`src/hw/rtl/pcl_pkg.sv`:
```
// Shared types and constants for the per-class LRU list block.
// No dependencies; imported by the slot table, the class table and the top level.
package pcl_pkg;

  localparam int ACTION_W     = 2;
  localparam int STATUS_W     = 2;
  localparam int SLOT_FIELD_W = 10;
  localparam int CLASS_W      = 6;
  localparam int ITEM_BYTES_W = 21;
  localparam int COUNT_W      = 11;
  localparam int BYTES_W      = 31;

  localparam logic [ACTION_W-1:0] ACT_LINK   = 2'd0;
  localparam logic [ACTION_W-1:0] ACT_UNLINK = 2'd1;
  localparam logic [ACTION_W-1:0] ACT_MOVE   = 2'd2;

  localparam logic [STATUS_W-1:0] STAT_OK         = 2'd0;
  localparam logic [STATUS_W-1:0] STAT_LINKED     = 2'd1;
  localparam logic [STATUS_W-1:0] STAT_NOT_LINKED = 2'd2;

  // Field write enables for one slot-table entry.
  typedef struct packed {
    logic linked;
    logic prev;
    logic next;
  } slot_wmask_t;

  localparam slot_wmask_t WMASK_ALL  = '{linked: 1'b1, prev: 1'b1, next: 1'b1};
  localparam slot_wmask_t WMASK_PREV = '{linked: 1'b0, prev: 1'b1, next: 1'b0};
  localparam slot_wmask_t WMASK_NEXT = '{linked: 1'b0, prev: 1'b0, next: 1'b1};

endpackage

```
`src/hw/rtl/pcl_class_mem.sv`:
```
// Class table: head, tail, item count and byte total for each class.
// Depends on pcl_pkg for field widths; entries never written read as empty.
module pcl_class_mem
  import pcl_pkg::*;
#(
  parameter int NUM_SLOTS   = 1024,
  parameter int NUM_CLASSES = 64
) (
  input  logic                                                  clk,
  input  logic                                                  rst,
  input  logic                                                  rd_en,
  input  logic [((NUM_CLASSES > 1) ? $clog2(NUM_CLASSES) : 1)-1:0] rd_addr,
  output logic [$clog2(NUM_SLOTS+1)-1:0]                        rd_head,
  output logic [$clog2(NUM_SLOTS+1)-1:0]                        rd_tail,
  output logic [COUNT_W-1:0]                                    rd_count,
  output logic [BYTES_W-1:0]                                    rd_bytes,
  input  logic                                                  wr_en,
  input  logic [((NUM_CLASSES > 1) ? $clog2(NUM_CLASSES) : 1)-1:0] wr_addr,
  input  logic [$clog2(NUM_SLOTS+1)-1:0]                        wr_head,
  input  logic [$clog2(NUM_SLOTS+1)-1:0]                        wr_tail,
  input  logic [COUNT_W-1:0]                                    wr_count,
  input  logic [BYTES_W-1:0]                                    wr_bytes
);

  localparam int LW = $clog2(NUM_SLOTS + 1);
  localparam logic [LW-1:0] NULL_LINK = LW'(NUM_SLOTS);

  typedef struct packed {
    logic [LW-1:0]      head;
    logic [LW-1:0]      tail;
    logic [COUNT_W-1:0] count;
    logic [BYTES_W-1:0] bytes;
  } class_entry_t;

  class_entry_t           mem [NUM_CLASSES];
  logic [NUM_CLASSES-1:0] written;
  class_entry_t           rd_word;
  logic                   rd_written;

  always_ff @(posedge clk) begin
    if (wr_en) begin
      mem[wr_addr] <= '{head: wr_head, tail: wr_tail, count: wr_count, bytes: wr_bytes};
    end
    if (rd_en) begin
      rd_word <= mem[rd_addr];
    end
  end

  always_ff @(posedge clk) begin
    if (rst) begin
      written    <= '0;
      rd_written <= 1'b0;
    end else begin
      if (wr_en) begin
        written[wr_addr] <= 1'b1;
      end
      if (rd_en) begin
        rd_written <= written[rd_addr];
      end
    end
  end

  // An entry not written since reset is an empty list.
  assign rd_head  = rd_written ? rd_word.head  : NULL_LINK;
  assign rd_tail  = rd_written ? rd_word.tail  : NULL_LINK;
  assign rd_count = rd_written ? rd_word.count : '0;
  assign rd_bytes = rd_written ? rd_word.bytes : '0;

endmodule
```
`config.mk`:
```
export PLATFORM = sky130hd
export DESIGN_NAME = pcl_class_mem
export DESIGN_NICKNAME = d
export VERILOG_FILES = /design/src/hw/rtl/pcl_pkg.sv /design/src/hw/rtl/pcl_class_mem.sv
export SDC_FILE = /design/constraint.sdc
export NUM_CORES = 2
export LEC_CHECK = 0
export BUFFER_PORTS_ARGS = -buffer_cell sky130_fd_sc_hd__buf_2
export CORE_MARGIN = 10
export CORE_UTILIZATION = 45
export CTS_BUF_LIST = sky130_fd_sc_hd__clkbuf_8
export DETAILED_ROUTE_END_ITERATION = 8
export PLACE_DENSITY = 0.6
export SETUP_SLACK_MARGIN = 0.4
export SYNTH_ARGS = -nofsm -noshare
export SYNTH_HDL_FRONTEND = slang
export SYNTH_SLANG_ARGS = --single-unit
```
`constraint.sdc`:
```
create_clock -name clk -period 6.41 [get_ports clk]
set_input_delay 0.3205 -clock clk [delete_from_list [all_inputs] [get_ports clk]]
set_output_delay 0.3205 -clock clk [all_outputs]
set_load 0.01 [all_outputs]
```
==> impl_metrics.ini <==
[status]
status = completed

[worst_setup_path]
arrival_ns = 3.20
cp_data_required_time_ns = 6.09
cp-startpoint = rd_written
path_class = register to primary output
critPathCaptureType = primary output
cp-endpoint = rd_bytes[27]
timing.critical_path.buf_inv = 2
r2r_cells = 4
reg2reg_to = rd_word[0]
max_stage_delay_ns = 0.82
critPathLaunchType = register
ff2ff_setup_slack_ns = 3.75
cp_num_cells = 3
critical_path_peak_fanout = 53
crit_slowest_cell = buf_4
cp_top_family = buffers and inverters
r2r_start = mem[12][0]
crit_chain = buf_4, and2_1, buf_2

[clock_network]
clkTransAtPathRegs_ns = 0.06
clock_path_buffers = 4
cts_made_buffers = 672
cts_resized = 0
htree_num_levels = 6
cts-root-buf = clkbuf_8
clkLatencyLatePin_ns = 1.21
cts_sinks = 4225
post-cts-setup-buffer-count = 0
cts_tree = yes

[die]
start_util_pct = 45.2
core_area_um2 = 353000
rows = 218
die_y_um = 616
dieWidth_um = 616
io_pins = 144
die_area_um2 = 379000

[synthesis]
yosys-top-cells-area = edfxtp_1, mux4_2, dfxtp_1
synth_top_area_cell = edfxtp_1
yosys.area.top_type_share_pct = 78.2
seq_area_frac_synth_pct = 79.1
synthArstFlopShare_pct = 0
synth-seq-cells = 4225
yosysMostFrequentCell = edfxtp_1
netlist-cell-type-count = 31
synth_area_um2 = 160000
synth-edff-count = 4160
ys.flop_type = edfxtp_1
avgSynthCellArea_um2 = 25.6
synth_common_cells = edfxtp_1, mux4_2, nor2_1
syn_inst = 6230
yosys_warnings = 0
syn_nets = 6310

[global_route]
antenna_found_initial = 32
grt.total_usage_pct = 23.3
gr-total-overflow = 0
grt_pass1_vias = 77000
grt_pass1_wl_um = 623000
grt_max_degree = 146

[detailed_routing]
vias = 75800
ant_nets = 0
avgViaCountPerCell = 6.17
drt-total-wl_um = 450000
wl_per_cell_um = 36.7
drt_pass1_iterations = 7
drt_iter0_markers = 10000
drc_errors = 0

[sta]
fin_skew_ns = 0.0424
hold_viol = 0
setup_tns_ns = 0
setup_viol = 0
slew_viol_final = 0
fin_crit_ns = 3.52
min_period_over_period_pct = 55.0
max-slew-margin-rel_pct = 7.73
hold_ws_ns = 0.141
rsz0062_at_grt = no
max_freq_mhz = 284
final.setup.worst_slack_ns = 2.89
worstMarginPinSlew_ns = 1.38

[cells_and_area]
fin_nets = 7088
syn_to_final_growth_pct = 12.9
fin_util_pct = 51.1
drive_above_1_share_pct = 34.0

[power]
irDropWorstVdd_mv = 0.168
leakage_nw = 56.4
powerDensity_nw_per_um2 = 299

[worst_hold_path]
min_path_type = input pin to register

[run]
cap_violations = 0

[placement]
dp_hpwl_um = 218000
globalplace.congestion = 0.754
io_buffers = 143
post-place-ws_ns = 2.41
-- metal layers --
metal | GRT usage [%] | share of wire (%) | routed length [um]
met1 | 32.4 | 39 | 174000
met2 | 38.1 | 49 | 223000
met3 | 4.55 | 8.9 | 40000
met4 | 6.59 | 3.0 | 13300
met5 | 0 | 0.019 | 84
-- cell type report --
type / instances / area (um^2)
antenna: 14 / 35.0
inverter: 2 / 7.51
clock inverter: 507 / 2380
sequential: 4225 / 126000
multi-input combinational: 1677 / 32600
timing repair buffer: 430 / 3670
clock buffer: 690 / 9500
tap: 4730 / 5920
fill: 27400 / 173000
-- cells by family after synthesis --
group,after synthesis,share of synthesized area (%)
DFF,4225,79.1
muxes,1362,19.2
buffers and inverters,328,0.842
and+or+nand+nor,297,0.850
AOI/OAI and AO/OA,18,0.0870
-- worst min-delay path by stage --
stage	from	to	slack, ns	cells past startpoint
CTS	wr_addr[3]	mem[54][11]	0.03	4
finish	wr_addr[3]	mem[54][8]	0.14	4
detailed placement	written[63]	written[63]	0.45	2
floorplan	wr_bytes[0]	mem[0][0]	0.42	0
global route	wr_addr[3]	mem[54][11]	0.1	4
global placement	written[15]	written[15]	0.44	2
-- sequential cells by signal, summed over array words and instances (netlist names) --
name and flops:
mem 4096, rd_word 64, rd_written 1, written 64
-- tightest hold or removal path: stages --
cell and delay, ns:
buf_2 0.13, nor2b_1 0.08, nand4_1 0.33, nor2_4 0.26
-- timing repair --
action | 4_1_cts | 5_1_grt
hold buffers | 83 | 0
setup endpoints to repair | 0 | 0
hold endpoints to repair | 4391 | 0
-- power breakdown --
| part | switching [W] | leakage, nW | internal (W) |
|---|---|---|---|
| Combinational | 0.00140 | 11.5 | 0.00109 |
| Clock | 0.0105 | 6.95 | 0.0102 |
| Sequential | 0.000101 | 38.0 | 0.0306 |
-- cells in the final DEF, fill, tap and decap left out, types with 6 or more instances in the layout --
cell type	instances
nor2_1	124
clkinv_2	46
diode_2	14
and2_1	63
edfxtp_1	4160
buf_4	162
inv_8	12
buf_12	43
inv_6	15
nand3_1	9
clkbuf_8	690
buf_2	136
mux4_2	1356
dlygate4sd3_1	83
nand2b_1	7
nand2_1	10
dfxtp_1	64
clkinvlp_4	15
nor2_4	60
bufinv_16	6
clkinv_1	165
inv_1	247
nor2b_1	12
-- metrics by stage --
| step | total power (W) | std cells | instance area (um^2) |
|---|---|---|---|
| 3_3_place_gp | 0.0337 | 11000 | 168000 |
| 2_1_floorplan | 0.0327 | 6230 | 160000 |
| 3_5_place_dp | 0.0338 | 11000 | 168000 |
| 5_1_grt | 0.0558 | 12300 | 180000 |
| 4_1_cts | 0.0544 | 12300 | 180000 |
| 6_report | 0.0540 | 12300 | 180000 |
Note: power is estimated with default switching activity, not from simulation.
